### config.mk
export PLATFORM = sky130hd
export DESIGN_NAME = playfair_digraph_cipher_top_flat
export DESIGN_NICKNAME = d
export VERILOG_FILES = /design/src/rtl/pfc_pkg.sv /design/src/rtl/pfc_in_if.sv /design/src/rtl/pfc_out_if.sv /design/src/rtl/pfc_front.sv /design/src/rtl/pfc_queue.sv /design/src/rtl/pfc_back.sv /design/src/rtl/playfair_digraph_cipher_top.sv /design/src/flat_wrapper.sv
export SDC_FILE = /design/constraint.sdc
export NUM_CORES = 1
export LEC_CHECK = 0
export BUFFER_PORTS_ARGS = -buffer_cell sky130_fd_sc_hd__buf_2
export CORE_MARGIN = 5
export CORE_UTILIZATION = 58
export CTS_CLUSTER_DIAMETER = 120
export DETAILED_ROUTE_END_ITERATION = 12
export GPL_TIMING_DRIVEN = 0
export PLACE_DENSITY = 0.74
export SYNTH_ARGS = -nofsm -noshare
export SYNTH_HDL_FRONTEND = slang
export SYNTH_HIERARCHICAL = 1
export SYNTH_SLANG_ARGS = --single-unit
### constraint.sdc
create_clock -name clk_i -period 12.29 [get_ports clk_i]
set_input_delay 1.229 -clock clk_i [delete_from_list [all_inputs] [get_ports clk_i]]
set_output_delay 1.229 -clock clk_i [all_outputs]
set_load 0.03 [all_outputs]
### src/rtl/pfc_pkg.sv
`timescale 1ns / 1ps

package pfc_pkg;

  localparam int unsigned NUM_LETTERS = 26;
  localparam int unsigned NUM_CELLS   = 25;
  localparam int unsigned SIDE        = 5;
  localparam int unsigned QUEUE_DEPTH = 4;

  localparam logic [7:0] CHAR_A     = 8'd97;
  localparam logic [7:0] CHAR_Z     = 8'd122;
  localparam logic [7:0] SPACE_BYTE = 8'd32;

  typedef logic [4:0] letter_t;
  typedef logic [4:0] cell_t;
  typedef logic [2:0] coord_t;

  localparam letter_t LETTER_I    = 5'd8;
  localparam letter_t LETTER_J    = 5'd9;
  localparam letter_t LETTER_X    = 5'd23;
  localparam letter_t LETTER_LAST = letter_t'(NUM_LETTERS - 1);
  localparam cell_t   CELLS_FULL  = cell_t'(NUM_CELLS);

  localparam logic [1:0] STATUS_OK       = 2'd0;
  localparam logic [1:0] STATUS_BAD_CHAR = 2'd1;
  localparam logic [1:0] STATUS_ODD_TAIL = 2'd2;

  typedef enum logic [1:0] {
    CMD_KEY   = 2'd0,
    CMD_CLOSE = 2'd1,
    CMD_MSG   = 2'd2,
    CMD_END   = 2'd3
  } cmd_e;

  // one classified item as it sits in the queue
  typedef struct packed {
    cmd_e    cmd;
    logic    usable;  // key: lowercase and not j; message: lowercase
    logic    space;
    letter_t letter;  // j already folded to i for message bytes
  } op_t;

  function automatic coord_t cell_row(input cell_t c);
    coord_t r;
    if (c >= 5'd20) begin
      r = 3'd4;
    end else if (c >= 5'd15) begin
      r = 3'd3;
    end else if (c >= 5'd10) begin
      r = 3'd2;
    end else if (c >= 5'd5) begin
      r = 3'd1;
    end else begin
      r = 3'd0;
    end
    return r;
  endfunction

  function automatic coord_t cell_col(input cell_t c);
    coord_t r;
    cell_t  d;
    r = cell_row(c);
    d = c - cell_t'({r, 2'b00}) - cell_t'(r);
    return d[2:0];
  endfunction

  function automatic cell_t cell_at(input coord_t row, input coord_t col);
    return cell_t'({row, 2'b00}) + cell_t'(row) + cell_t'(col);
  endfunction

  // forward or backward step around a row or column
  function automatic coord_t step5(input coord_t v, input logic back);
    coord_t r;
    if (back) begin
      r = (v == 3'd0) ? coord_t'(SIDE - 1) : v - 3'd1;
    end else begin
      r = (v == coord_t'(SIDE - 1)) ? 3'd0 : v + 3'd1;
    end
    return r;
  endfunction

endpackage

### src/rtl/pfc_in_if.sv
`timescale 1ns / 1ps

interface pfc_in_if;
  logic       valid;
  logic       ready;
  logic [1:0] command;
  logic [7:0] byte_value;

  modport source (output valid, output command, output byte_value, input ready);
  modport sink (input valid, input command, input byte_value, output ready);
endinterface

### src/rtl/pfc_out_if.sv
`timescale 1ns / 1ps

interface pfc_out_if;
  logic       valid;
  logic       ready;
  logic [4:0] first_letter;
  logic [4:0] second_letter;
  logic [1:0] status;
  logic       last_pair;

  modport source (output valid, output first_letter, output second_letter,
                  output status, output last_pair, input ready);
  modport sink (input valid, input first_letter, input second_letter,
                input status, input last_pair, output ready);
endinterface

### src/rtl/pfc_front.sv
`timescale 1ns / 1ps

module pfc_front (
  pfc_in_if.sink        in_i,
  output logic          push_o,
  output pfc_pkg::op_t  push_data_o,
  input  logic          push_ready_i
);
  import pfc_pkg::*;

  logic       lower;
  logic [7:0] diff;
  letter_t    raw;
  cmd_e       cmd;

  assign cmd   = cmd_e'(in_i.command);
  assign lower = (in_i.byte_value >= CHAR_A) && (in_i.byte_value <= CHAR_Z);
  assign diff  = in_i.byte_value - CHAR_A;
  assign raw   = lower ? diff[4:0] : '0;

  always_comb begin
    push_data_o.cmd    = cmd;
    push_data_o.space  = (in_i.byte_value == SPACE_BYTE);
    push_data_o.usable = 1'b0;
    push_data_o.letter = raw;
    case (cmd)
      CMD_KEY: begin
        push_data_o.usable = lower && (raw != LETTER_J);
      end
      CMD_MSG: begin
        push_data_o.usable = lower;
        push_data_o.letter = (raw == LETTER_J) ? LETTER_I : raw;
      end
      default: begin
        push_data_o.usable = 1'b0;
      end
    endcase
  end

  assign in_i.ready = push_ready_i;
  assign push_o     = in_i.valid && push_ready_i;

endmodule

### src/rtl/pfc_queue.sv
`timescale 1ns / 1ps

module pfc_queue #(
  parameter int unsigned Depth = pfc_pkg::QUEUE_DEPTH
) (
  input  logic          clk_i,
  input  logic          rst_ni,
  input  logic          push_i,
  input  pfc_pkg::op_t  push_data_i,
  output logic          push_ready_o,
  input  logic          pop_i,
  output pfc_pkg::op_t  pop_data_o,
  output logic          pop_valid_o
);
  import pfc_pkg::*;

  localparam int unsigned PtrW = (Depth > 1) ? $clog2(Depth) : 1;
  localparam int unsigned CntW = $clog2(Depth + 1);
  localparam logic [PtrW-1:0] LastIdx = PtrW'(Depth - 1);
  localparam logic [CntW-1:0] Full    = CntW'(Depth);

  op_t             slot_q [Depth];
  logic [PtrW-1:0] wptr_q, wptr_d;
  logic [PtrW-1:0] rptr_q, rptr_d;
  logic [CntW-1:0] count_q, count_d;

  assign push_ready_o = (count_q != Full);
  assign pop_valid_o  = (count_q != '0);
  assign pop_data_o   = slot_q[rptr_q];

  always_comb begin
    wptr_d  = wptr_q;
    rptr_d  = rptr_q;
    count_d = count_q;
    if (push_i) begin
      wptr_d = (wptr_q == LastIdx) ? '0 : wptr_q + 1'b1;
    end
    if (pop_i) begin
      rptr_d = (rptr_q == LastIdx) ? '0 : rptr_q + 1'b1;
    end
    case ({push_i, pop_i})
      2'b10:   count_d = count_q + 1'b1;
      2'b01:   count_d = count_q - 1'b1;
      default: count_d = count_q;
    endcase
  end

  always_ff @(posedge clk_i or negedge rst_ni) begin
    if (!rst_ni) begin
      wptr_q  <= '0;
      rptr_q  <= '0;
      count_q <= '0;
    end else begin
      wptr_q  <= wptr_d;
      rptr_q  <= rptr_d;
      count_q <= count_d;
    end
  end

  always_ff @(posedge clk_i) begin
    if (push_i) begin
      slot_q[wptr_q] <= push_data_i;
    end
  end

endmodule

### src/rtl/pfc_back.sv
`timescale 1ns / 1ps

module pfc_back (
  input  logic          clk_i,
  input  logic          rst_ni,
  input  logic          cfg_we_i,
  input  logic          cfg_wdata_i,
  input  pfc_pkg::op_t  op_i,
  input  logic          op_valid_i,
  output logic          pop_o,
  pfc_out_if.source     out_o
);
  import pfc_pkg::*;

  typedef enum logic [3:0] {
    S_IDLE = 4'b0001,
    S_FILL = 4'b0010,
    S_LOOK = 4'b0100,
    S_EMIT = 4'b1000
  } state_e;

  state_e                 state_q, state_d;
  logic [NUM_LETTERS-1:0] present_q, present_d, present_eff;
  cell_t                  fill_q, fill_d, fill_eff;
  letter_t                held_q, held_d;
  logic                   held_valid_q, held_valid_d;
  logic                   phase_q, phase_d;
  logic                   decrypt_q;
  letter_t                walk_q, walk_d;
  logic                   last_q, last_d;

  // key square and reverse map
  letter_t key_square_q [NUM_CELLS];
  cell_t   letter_cell_q [NUM_LETTERS];
  cell_t   cell_a_q, cell_b_q;
  letter_t sq_a_q, sq_b_q;

  logic    place_en;
  letter_t place_l;
  cell_t   place_at;
  logic    rd_cell_en, rd_sq_en;
  letter_t rd_a, rd_b;
  cell_t   na, nb;
  coord_t  ra, ca, rb, cb;

  logic       out_valid_q, out_valid_d;
  letter_t    out_first_q, out_first_d;
  letter_t    out_second_q, out_second_d;
  logic [1:0] out_status_q, out_status_d;
  logic       out_last_q, out_last_d;
  logic       out_free;

  assign out_free = !out_valid_q || out_o.ready;

  assign ra = cell_row(cell_a_q);
  assign ca = cell_col(cell_a_q);
  assign rb = cell_row(cell_b_q);
  assign cb = cell_col(cell_b_q);

  always_comb begin
    state_d      = state_q;
    present_d    = present_q;
    fill_d       = fill_q;
    held_d       = held_q;
    held_valid_d = held_valid_q;
    phase_d      = phase_q;
    walk_d       = walk_q;
    last_d       = last_q;
    place_en     = 1'b0;
    place_l      = op_i.letter;
    place_at     = fill_q;
    rd_cell_en   = 1'b0;
    rd_a         = held_q;
    rd_b         = LETTER_X;
    rd_sq_en     = 1'b0;
    na           = cell_at(ra, cb);
    nb           = cell_at(rb, ca);
    pop_o        = 1'b0;
    out_valid_d  = out_valid_q && !out_o.ready;
    out_first_d  = out_first_q;
    out_second_d = out_second_q;
    out_status_d = out_status_q;
    out_last_d   = out_last_q;
    // a new key forgets the old square
    present_eff  = phase_q ? '0 : present_q;
    fill_eff     = phase_q ? '0 : fill_q;

    case (state_q)
      S_IDLE: begin
        if (op_valid_i && out_free) begin
          pop_o = 1'b1;
          case (op_i.cmd)
            CMD_KEY: begin
              present_d = present_eff;
              fill_d    = fill_eff;
              if (phase_q) begin
                held_valid_d = 1'b0;
                phase_d      = 1'b0;
              end
              if (op_i.usable && !present_eff[op_i.letter] && (fill_eff < CELLS_FULL)) begin
                place_en                = 1'b1;
                place_l                 = op_i.letter;
                place_at                = fill_eff;
                present_d[op_i.letter]  = 1'b1;
                fill_d                  = fill_eff + 5'd1;
              end
            end
            CMD_CLOSE: begin
              if (!phase_q) begin
                walk_d  = '0;
                state_d = S_FILL;
              end
            end
            CMD_MSG: begin
              if (phase_q && !op_i.space) begin
                if (!op_i.usable) begin
                  out_valid_d  = 1'b1;
                  out_first_d  = '0;
                  out_second_d = '0;
                  out_status_d = STATUS_BAD_CHAR;
                  out_last_d   = 1'b0;
                end else if (!held_valid_q) begin
                  held_d       = op_i.letter;
                  held_valid_d = 1'b1;
                end else if (!decrypt_q && (op_i.letter == held_q)) begin
                  // doubled pair: pad with x, the letter stays held
                  rd_cell_en = 1'b1;
                  rd_b       = LETTER_X;
                  last_d     = 1'b0;
                  held_d     = op_i.letter;
                  state_d    = S_LOOK;
                end else begin
                  rd_cell_en   = 1'b1;
                  rd_b         = op_i.letter;
                  last_d       = 1'b0;
                  held_valid_d = 1'b0;
                  state_d      = S_LOOK;
                end
              end
            end
            CMD_END: begin
              if (phase_q && held_valid_q) begin
                held_valid_d = 1'b0;
                if (decrypt_q) begin
                  out_valid_d  = 1'b1;
                  out_first_d  = held_q;
                  out_second_d = '0;
                  out_status_d = STATUS_ODD_TAIL;
                  out_last_d   = 1'b1;
                end else begin
                  rd_cell_en = 1'b1;
                  rd_b       = LETTER_X;
                  last_d     = 1'b1;
                  state_d    = S_LOOK;
                end
              end
            end
            default: begin
              pop_o = 1'b1;
            end
          endcase
        end
      end
      S_FILL: begin
        place_l  = walk_q;
        place_at = fill_q;
        if ((walk_q != LETTER_J) && !present_q[walk_q] && (fill_q < CELLS_FULL)) begin
          place_en          = 1'b1;
          present_d[walk_q] = 1'b1;
          fill_d            = fill_q + 5'd1;
        end
        if (walk_q == LETTER_LAST) begin
          held_valid_d = 1'b0;
          phase_d      = 1'b1;
          state_d      = S_IDLE;
        end else begin
          walk_d = walk_q + 5'd1;
        end
      end
      S_LOOK: begin
        rd_sq_en = 1'b1;
        if (ra == rb) begin
          na = cell_at(ra, step5(ca, decrypt_q));
          nb = cell_at(rb, step5(cb, decrypt_q));
        end else if (ca == cb) begin
          na = cell_at(step5(ra, decrypt_q), ca);
          nb = cell_at(step5(rb, decrypt_q), cb);
        end else begin
          na = cell_at(ra, cb);
          nb = cell_at(rb, ca);
        end
        state_d = S_EMIT;
      end
      S_EMIT: begin
        if (out_free) begin
          out_valid_d  = 1'b1;
          out_first_d  = sq_a_q;
          out_second_d = sq_b_q;
          out_status_d = STATUS_OK;
          out_last_d   = last_q;
          state_d      = S_IDLE;
        end
      end
      default: begin
        state_d = S_IDLE;
      end
    endcase
  end

  always_ff @(posedge clk_i or negedge rst_ni) begin
    if (!rst_ni) begin
      state_q      <= S_IDLE;
      present_q    <= '0;
      fill_q       <= '0;
      held_q       <= '0;
      held_valid_q <= 1'b0;
      phase_q      <= 1'b0;
      decrypt_q    <= 1'b0;
      walk_q       <= '0;
      last_q       <= 1'b0;
      out_valid_q  <= 1'b0;
    end else begin
      state_q      <= state_d;
      present_q    <= present_d;
      fill_q       <= fill_d;
      held_q       <= held_d;
      held_valid_q <= held_valid_d;
      phase_q      <= phase_d;
      walk_q       <= walk_d;
      last_q       <= last_d;
      out_valid_q  <= out_valid_d;
      if (cfg_we_i) begin
        decrypt_q <= cfg_wdata_i;
      end
    end
  end

  always_ff @(posedge clk_i) begin
    out_first_q  <= out_first_d;
    out_second_q <= out_second_d;
    out_status_q <= out_status_d;
    out_last_q   <= out_last_d;
  end

  always_ff @(posedge clk_i) begin
    if (place_en) begin
      key_square_q[place_at] <= place_l;
      letter_cell_q[place_l] <= place_at;
    end
    if (rd_cell_en) begin
      cell_a_q <= letter_cell_q[rd_a];
      cell_b_q <= letter_cell_q[rd_b];
    end
    if (rd_sq_en) begin
      sq_a_q <= key_square_q[na];
      sq_b_q <= key_square_q[nb];
    end
  end

  assign out_o.valid         = out_valid_q;
  assign out_o.first_letter  = out_first_q;
  assign out_o.second_letter = out_second_q;
  assign out_o.status        = out_status_q;
  assign out_o.last_pair     = out_last_q;

endmodule

### src/rtl/playfair_digraph_cipher_top.sv
// a pair result passes the letter-to-cell read and the square read into the output
//   register; a flagged character or odd-tail status goes straight to that register
// throughput: 1 item per cycle for key bytes, spaces and held letters while the
//   output register is free; none is taken during pair reads or the close alphabet walk
// reset clears control state, the queue and the output valid; the square must be rebuilt
`timescale 1ns / 1ps

module playfair_digraph_cipher_top #(
  parameter int unsigned QueueDepth = pfc_pkg::QUEUE_DEPTH
) (
  input  logic       clk_i,
  input  logic       rst_ni,
  input  logic       cfg_we_i,
  input  logic       cfg_wdata_i,
  pfc_in_if.sink     in_i,
  pfc_out_if.source  out_o
);
  import pfc_pkg::*;

  logic push;
  op_t  push_data;
  logic push_ready;
  logic pop;
  op_t  pop_data;
  logic pop_valid;

  pfc_front u_front (
    .in_i         (in_i),
    .push_o       (push),
    .push_data_o  (push_data),
    .push_ready_i (push_ready)
  );

  pfc_queue #(
    .Depth (QueueDepth)
  ) u_queue (
    .clk_i        (clk_i),
    .rst_ni       (rst_ni),
    .push_i       (push),
    .push_data_i  (push_data),
    .push_ready_o (push_ready),
    .pop_i        (pop),
    .pop_data_o   (pop_data),
    .pop_valid_o  (pop_valid)
  );

  pfc_back u_back (
    .clk_i       (clk_i),
    .rst_ni      (rst_ni),
    .cfg_we_i    (cfg_we_i),
    .cfg_wdata_i (cfg_wdata_i),
    .op_i        (pop_data),
    .op_valid_i  (pop_valid),
    .pop_o       (pop),
    .out_o       (out_o)
  );

`ifndef SYNTH
  a_pop_needs_item: assert property (@(posedge clk_i) disable iff (!rst_ni)
    pop |-> pop_valid)
    else $error("queue popped while empty");

  a_odd_tail_last: assert property (@(posedge clk_i) disable iff (!rst_ni)
    (out_o.valid && (out_o.status == STATUS_ODD_TAIL)) |-> out_o.last_pair)
    else $error("odd tail status without last pair");

  a_bad_char_shape: assert property (@(posedge clk_i) disable iff (!rst_ni)
    (out_o.valid && (out_o.status == STATUS_BAD_CHAR)) |->
      (!out_o.last_pair && (out_o.first_letter == '0) && (out_o.second_letter == '0)))
    else $error("bad character result carries letters or last pair");
`endif

endmodule

### src/flat_wrapper.sv
// flat-port wrapper written by rule: the top's interface ports become plain ports
module playfair_digraph_cipher_top_flat import pfc_pkg::*;
#(
  parameter int unsigned QueueDepth = pfc_pkg::QUEUE_DEPTH
)
  (clk_i, rst_ni, cfg_we_i, cfg_wdata_i, in_i_valid, in_i_command, in_i_byte_value, in_i_ready, out_o_valid, out_o_first_letter, out_o_second_letter, out_o_status, out_o_last_pair, out_o_ready);
  pfc_in_if in_i_i ();
  pfc_out_if out_o_i ();
  input  logic clk_i;
  input  logic rst_ni;
  input  logic cfg_we_i;
  input  logic cfg_wdata_i;
  input wire logic [$bits(in_i_i.valid)-1:0] in_i_valid;
  input wire logic [$bits(in_i_i.command)-1:0] in_i_command;
  input wire logic [$bits(in_i_i.byte_value)-1:0] in_i_byte_value;
  output wire logic [$bits(in_i_i.ready)-1:0] in_i_ready;
  output wire logic [$bits(out_o_i.valid)-1:0] out_o_valid;
  output wire logic [$bits(out_o_i.first_letter)-1:0] out_o_first_letter;
  output wire logic [$bits(out_o_i.second_letter)-1:0] out_o_second_letter;
  output wire logic [$bits(out_o_i.status)-1:0] out_o_status;
  output wire logic [$bits(out_o_i.last_pair)-1:0] out_o_last_pair;
  input wire logic [$bits(out_o_i.ready)-1:0] out_o_ready;
  assign in_i_i.valid = in_i_valid;
  assign in_i_i.command = in_i_command;
  assign in_i_i.byte_value = in_i_byte_value;
  assign in_i_ready = in_i_i.ready;
  assign out_o_valid = out_o_i.valid;
  assign out_o_first_letter = out_o_i.first_letter;
  assign out_o_second_letter = out_o_i.second_letter;
  assign out_o_status = out_o_i.status;
  assign out_o_last_pair = out_o_i.last_pair;
  assign out_o_i.ready = out_o_ready;
  playfair_digraph_cipher_top #(.QueueDepth(QueueDepth)) u_core (.clk_i(clk_i), .rst_ni(rst_ni), .cfg_we_i(cfg_we_i), .cfg_wdata_i(cfg_wdata_i), .in_i(in_i_i), .out_o(out_o_i));
endmodule
**Yosys cells after proc, flatten, opt, wreduce, memory -nomap -nowiden**

Memories as Yosys holds them, arrays and structs flattened. A register that Yosys moved wholly into a read port is not among the register bits.
Cells that the tools add are included.

- Latch bits: 0
- Logic and storage cells: 330
- Output and inout bits: 15
- Memories: 3
- Bits in registers: 70
- Bits of input ports: 16
- RAM bits: 291
- Memory bits (read-only): 0

Memory list:

| memory | depth | width | rd ports | clocked after memory_dff | write ports | RTL line | source |
|---|---|---|---|---|---|---|---|
| u_core.u_back.letter_cell_q | 26 | 5 | 2 | 2 | 1 | pfc_back.sv:34 | `cell_t letter_cell_q [NUM_LETTERS];` |
| u_core.u_back.key_square_q | 25 | 5 | 2 | 2 | 1 | pfc_back.sv:33 | `letter_t key_square_q [NUM_CELLS];` |
| u_core.u_queue.slot_q | 4 | 9 | 1 | 0 | 1 | pfc_queue.sv:22 | `op_t slot_q [Depth];` |

- Bitwise gates (word level): 2
- $mul: 0
- Divide/modulo/power cells: 0
- Order comparisons: 16
- Multiplexer cells: 171
- Reduce and logical (&&, ||, !) cells: 40
- Shift operators: 0
- Add/sub/neg operators: 30
- Equality and inequality tests: 51

Operators with widths:

| operator | count |
|---|---|
| 5-bit two-way mux | 42 |
| 26-bit two-way mux | 5 |
| 3-bit two-way mux | 26 |
| 5-bit case mux with 2 select lines | 6 |
| 1-bit two-way mux | 52 |
| 26-bit OR | 2 |
| 26-bit case mux with 2 select lines | 1 |
| 5-bit by 3-bit adder with 5-bit output | 10 |
| 4-bit two-way mux | 9 |
| 3-bit inequality test, second input constant | 10 |
| 8-bit AND reduction | 3 |
| 2-bit inequality test, second input constant | 11 |
| 5-bit by 4-bit >= comparator with 1-bit output, second input constant | 4 |
| 2-bit two-way mux | 10 |
| 1-bit case mux with 2 select lines | 10 |
| 4-bit case mux with 4 select lines | 1 |
| 3-bit by 1-bit adder with 3-bit output, second input constant | 5 |
| 5-bit by 1-bit adder with 5-bit output, second input constant | 3 |
| 3-bit by 1-bit subtractor with 3-bit output, second input constant | 5 |
| 1-bit logical AND | 14 |
| 2-bit equality test, second input constant | 6 |
| 3-bit equality test, second input constant | 4 |
| 3-bit zero test | 4 |
| 5-bit by 6-bit < comparator with 1-bit output, second input constant | 2 |
| other kinds (38) | 65 |

**Longest topological paths before layout**

- Depth after elaboration: 16
- Gate-level depth with buffers: 27
- Mapped depth without buffers: 27

**By module**

The synthesis kept the hierarchy.

By module, submodules not included:

| module | sequential area each (µm²) | cells each | instances | area an instance (µm²) |
|---|---|---|---|---|
| pfc_back | 9900.7 | 1582 | 1 | 19054.5 |
| pfc_queue | 1256.2 | 85 | 1 | 1719.1 |
| pfc_front | 0.0 | 38 | 1 | 289.0 |

**Worst setup path before layout**

OpenSTA, ideal clock, no wires.

- Path type: register -> register
- From: reg u_core.u_back.cell_b_q[1] (read register of u_core.u_back.letter_cell_q)
- To: reg u_core.u_back.sq_b_q[2] (read register of u_core.u_back.key_square_q) (data pin)
- Required time: 12.029 ns
- Path buffers: 2
- Library setup time: 0.261 ns
- Cell stages (with the launch flop): 24
- Arrival time: 5.368 ns
- Path slack: 6.661 ns
- Period minus slack after synthesis: 5.629 ns
- Cells stage by stage: edfxtp_1 -> maj3_2 -> a221oi_2 -> inv_2 -> nand2_1 -> inv_1 -> ha_1 -> inv_1 -> ha_1 -> nor2_1 -> fa_1 -> nor3_1 -> nor2_1 -> inv_1 -> fa_1 -> fa_1 -> or4_1 -> o211a_1 -> buf_6 -> buf_2 -> mux2i_1 -> mux2i_1 -> a211oi_1 -> nor4_1

- Longest elaborated chain between the ends: 16
- Elaborated cells on any way between the ends: 39
- Classes of those cells: add/sub: 11; order compare: 4; eq/ne: 4; mux: 18; reduce/logical: 2

Ends and longest elaborated chain:

| what | RTL line | source |
|---|---|---|
| from (decl) | pfc_back.sv:35 | `cell_t cell_a_q, cell_b_q;` |
| parallel branches: the longest is 15 deep, another holds 5-bit by 3-bit >= comparator with 1-bit output | -- |  |
| 5-bit two-way mux * | pfc_back.sv:88 | `case (state_q)` |
| to (decl) | pfc_back.sv:36 | `letter_t sq_a_q, sq_b_q;` |

Mark *: on every way between the ends. The select of a mux whose other input is x is not followed.
A chain may end at the register's enable or synchronous reset.

**Worst setup path in the final report**

- From: reg u_core.u_back.cell_b_q[3] (read register of u_core.u_back.letter_cell_q)
- To: reg u_core.u_back.sq_b_q[0] (read register of u_core.u_back.key_square_q) (data pin)

- Longest elaborated chain between the ends: 16
- Elaborated cells on any way between the ends: 39
- Classes of those cells: add/sub: 11; order compare: 4; eq/ne: 4; mux: 18; reduce/logical: 2

Ends and longest elaborated chain:

| what | RTL line | source |
|---|---|---|
| 5-bit by 3-bit >= comparator with 1-bit output | pfc_pkg.sv:51 | `end else if (c >= 5'd5) begin` |
| 1-bit two-way mux | pfc_pkg.sv:51 |  |
| 2-bit two-way mux | pfc_pkg.sv:49 | `end else if (c >= 5'd10) begin` |
| 2-bit two-way mux | pfc_pkg.sv:47 | `end else if (c >= 5'd15) begin` |
| 3-bit two-way mux * | pfc_pkg.sv:45 | `if (c >= 5'd20) begin` |
| parallel branches: the longest is 10 deep, another holds 5-bit by 3-bit adder with 5-bit output | -- |  |
| 5-bit two-way mux * | pfc_back.sv:88 |  |

Marks and branches as above.

==> metrics <==
Multi-input gate area=9179 sq um; post-DR wirelength/cell=25.07 microns; TritonCTS clock tree=done; Synth Register Bits=381; post-synthesis sequential area ratio=52.97%; Critical Path, Cell by Cell=inv_2 -> maj3_2 -> a221oi_2 -> inv_2 -> nand2_1 -> inv_1 -> ha_1 -> inv_1 -> ha_1 -> nor2_1 -> fa_1 -> nor3_1 -> nor2_1 -> inv_1 -> fa_1 -> fa_1 -> or4_1 -> o211a_1 -> buf_6 -> buf_2 -> mux2i_1 -> mux2i_1 -> a211oi_1 -> nor4_1; Setup-failing EPs final=0; Vias/cell=6.655; CORE AREA=35,740 sq um; worst-margin pin slew=1298 ps; met3 usage=5.170%; Detail Route Antenna Nets=0; Syn Inst Count=1,705; DRT Pass-1 Iters=5; pwr dens=197.1 nW/um^2; GR Util met2=between 40% and 50%; count leader, synth=edfxtp_1; min cycle time layout=around 7000 ps; final worst path period share=55.32%; Leak=8.359 nW; initial antenna violation count=0; delay-heaviest family, CP=adder cells; R2R Path End=u_core/u_back/sq_b_q[0]; setup_tns=0 ps; Worst EP required=12,570 ps; clk sinks=381; fraction of registers with async set or reset after synthesis=14.96%; crit path DAT=approximately 7000 ps; Syn Area/Cell=between 10 and 15 sq um; crit path to=u_core/u_back/sq_b_q[0]; Antenna diodes=0; synth cell count leaders=edfxtp_1 (324), nor2_1 (152), mux2i_1 (151); number of synthesized flops with an enable pin=324; DRT Wirelength=56.91 mm; io pins=31; crit-path max cell delay=520 ps; Longest Clk Path Bufs=3; GRT Total Usage=27.66%; top cell type's share of synthesized area=46.19%; final number of hold-violating endpoints=0; global routing's busiest layer=met2; worst-path fanout max=10; clk_skew=20.91 ps; first-pass GRT wire length=86.77 mm; routability cong.=0.9854; clk_lat worst skew=560 ps; crit path from=u_core/u_back/cell_b_q[3]; H-tree depth=2; CTS resizes=0; Max Slew Vio Count=0; run status=finished, final reports clean; register clock-pin slew on the reported worst setup and hold paths=60 ps; M1 GR Usage=38.00%; setup repair bufs after CTS=0; post-synthesis net count=1,786; Mapped Area=21,060 sq um; CP startpoint kind=flip-flop; die span in x=200.6 microns; I/O Buffers=29; nets@finish=1,858; reg2reg path depth=24; Crit. End Element=flip-flop; CP Class=flip-flop to flip-flop; total number of vias=15,110; worst path bufs/invs=7; Peak VDD IR=roughly 0.00017 V; row count=between 60 and 70; leading area contributor after synthesis=edfxtp_1; f_max=0.1471 GHz; CTS buffer count=40; initial DRC count=1,758; die area=40,230 sq um; FILL cells=2,684; Ys Warns=6; clock tree root buffer cell=clkbuf_16; hpwl dp=~40 mm; largest net degree at the start of global routing=slightly below 60; DR DRC count=0; initial core utilization=between 50% and 60%; RSZ-0062 raised after global routing=no; Hold-fix buffers, CTS=0; final hold slack=491.9 ps; Yosys cell types=91; relative slew slack=between 10 and 15%; share of cells above drive strength 1=between 10% and 20%; vias in the first global route=14,890; r2r setup slk=5490 ps; top cells by area, synth=edfxtp_1 (46%), mux4_2 (7.6%), mux2i_1 (7.2%), dfrtp_1 (6.7%), ha_1 (3.2%); FF+latch area=11,160 sq um; total grt overflow=0; CP Depth=24; Area Growth Syn to Fin=10.31%; reg-to-reg startpoint=u_core/u_back/cell_b_q[3]; die height=~200 microns; Hold WC Path Type=flip-flop to flip-flop; max_cap viols=0; Synth Flop Type=edfxtp_1; CP max-delay cell=or4_1
flip-flops by register name, indices dropped and copies added (netlist names), 26 cells and up:
| signal | flops |
|---|---|
| u_core/u_back/present_q | 26 |
| u_core/u_back/letter_cell_q | 130 |
| u_core/u_queue/slot_q | 36 |
| u_core/u_back/key_square_q | 125 |
worst register-to-register path, delay by kind of cell (launching register included):
family                   cells  cell delay (ps)
AND/OR/NAND/NOR              6             1540
AO/OA/AOI/OAI                3              980
multiplexers                 2              370
flip-flops                   1              510
buffers and inverters        7             1000
adder cells (fa/ha/maj)      6             2110
layout by cell type (no fill, tap or decap), types with 19 or more instances in the layout:
cell type and n:
a21o_1 19, a21oi_1 105, and2_1 23, buf_2 45, clkbuf_1 66, clkbuf_16 41, dfrtp_1 56, edfxtp_1 324
ha_1 54, inv_1 62, mux2_2 21, mux2i_1 151, mux4_2 71, nand2_1 122, nand3_1 24, nor2_1 152
nor2b_1 20, nor3_1 49, o21ai_0 51, o221ai_1 20, xnor2_1 20
power by group:
| part | switching [mW] | internal, mW | leakage, nW | total [mW] |
|---|---|---|---|---|
| clock network | 0.500 | 0.804 | 0.678 | 1.30 |
| registers | 0.0754 | 1.70 | 3.61 | 1.78 |
| logic | 1.02 | 0.478 | 4.07 | 1.50 |
| total | 1.60 | 2.98 | 8.36 | 4.58 |
final cells by class:
cell class                      instances  area share, %
Multi-Input combinational cell       1157          39.50
Clock inverter                         26          1.621
Timing Repair Buffer                   30         0.7001
Clock buffer                           48          4.529
Buffer                                101          2.079
Tap cell                              461          2.482
Sequential cell                       381          48.02
Inverter                               66          1.066
layer usage:
metal	wire [microns]	share of wire, %	vias up
li1	-	-	6658
met1	22670	40	7476
met2	27260	48	823
met3	5236	9.2	149
met4	1751	3.1	0
met5	0	0	-
logic make-up after synthesis:
kind of cell / synth area share (%)
AOI/OAI and AO/OA: 10.53
xor gates and xnor gates: 1.657
adders and majority gates: 4.307
buffers and inverters: 3.469
DFF: 52.97
muxes: 16.50
and+or+nand+nor: 10.57
per-stage QoR:
| stage | instances | power (mW) | area (sq um) | util, % | worst slack [ps] |
|---|---|---|---|---|---|
| after floorplan | 1705 | 2.775 | 21060 | - | 6661 |
| after global placement | 2195 | 3.220 | 21780 | 60.95 | 5703 |
| after detailed placement | 2196 | 3.268 | 21800 | 61.00 | 5612 |
| after CTS | 2270 | 4.573 | 23230 | 65.00 | 5533 |
| after global routing | 2270 | 4.777 | 23230 | 65.01 | 5096 |
| final | 2270 | 4.579 | 23230 | 65.01 | 5491 |
how the worst min path moves through the flow:
stage                          startpoint                          to  slack, ps  cells past startpoint
2_1_floorplan   u_core/u_queue/count_q[2]   u_core/u_queue/count_q[2]        460                      1
3_3_place_gp   u_core/u_back/present_q[2]  u_core/u_back/present_q[2]        480                      1
3_5_place_dp    u_core/u_queue/count_q[2]   u_core/u_queue/count_q[2]        480                      1
4_1_cts         u_core/u_queue/count_q[2]   u_core/u_queue/count_q[2]        490                      1
5_1_grt        u_core/u_back/present_q[2]  u_core/u_back/present_q[2]        520                      1
6_report        u_core/u_queue/count_q[2]   u_core/u_queue/count_q[2]        490                      1
No activity file was read; power rests on OpenSTA's default activity.
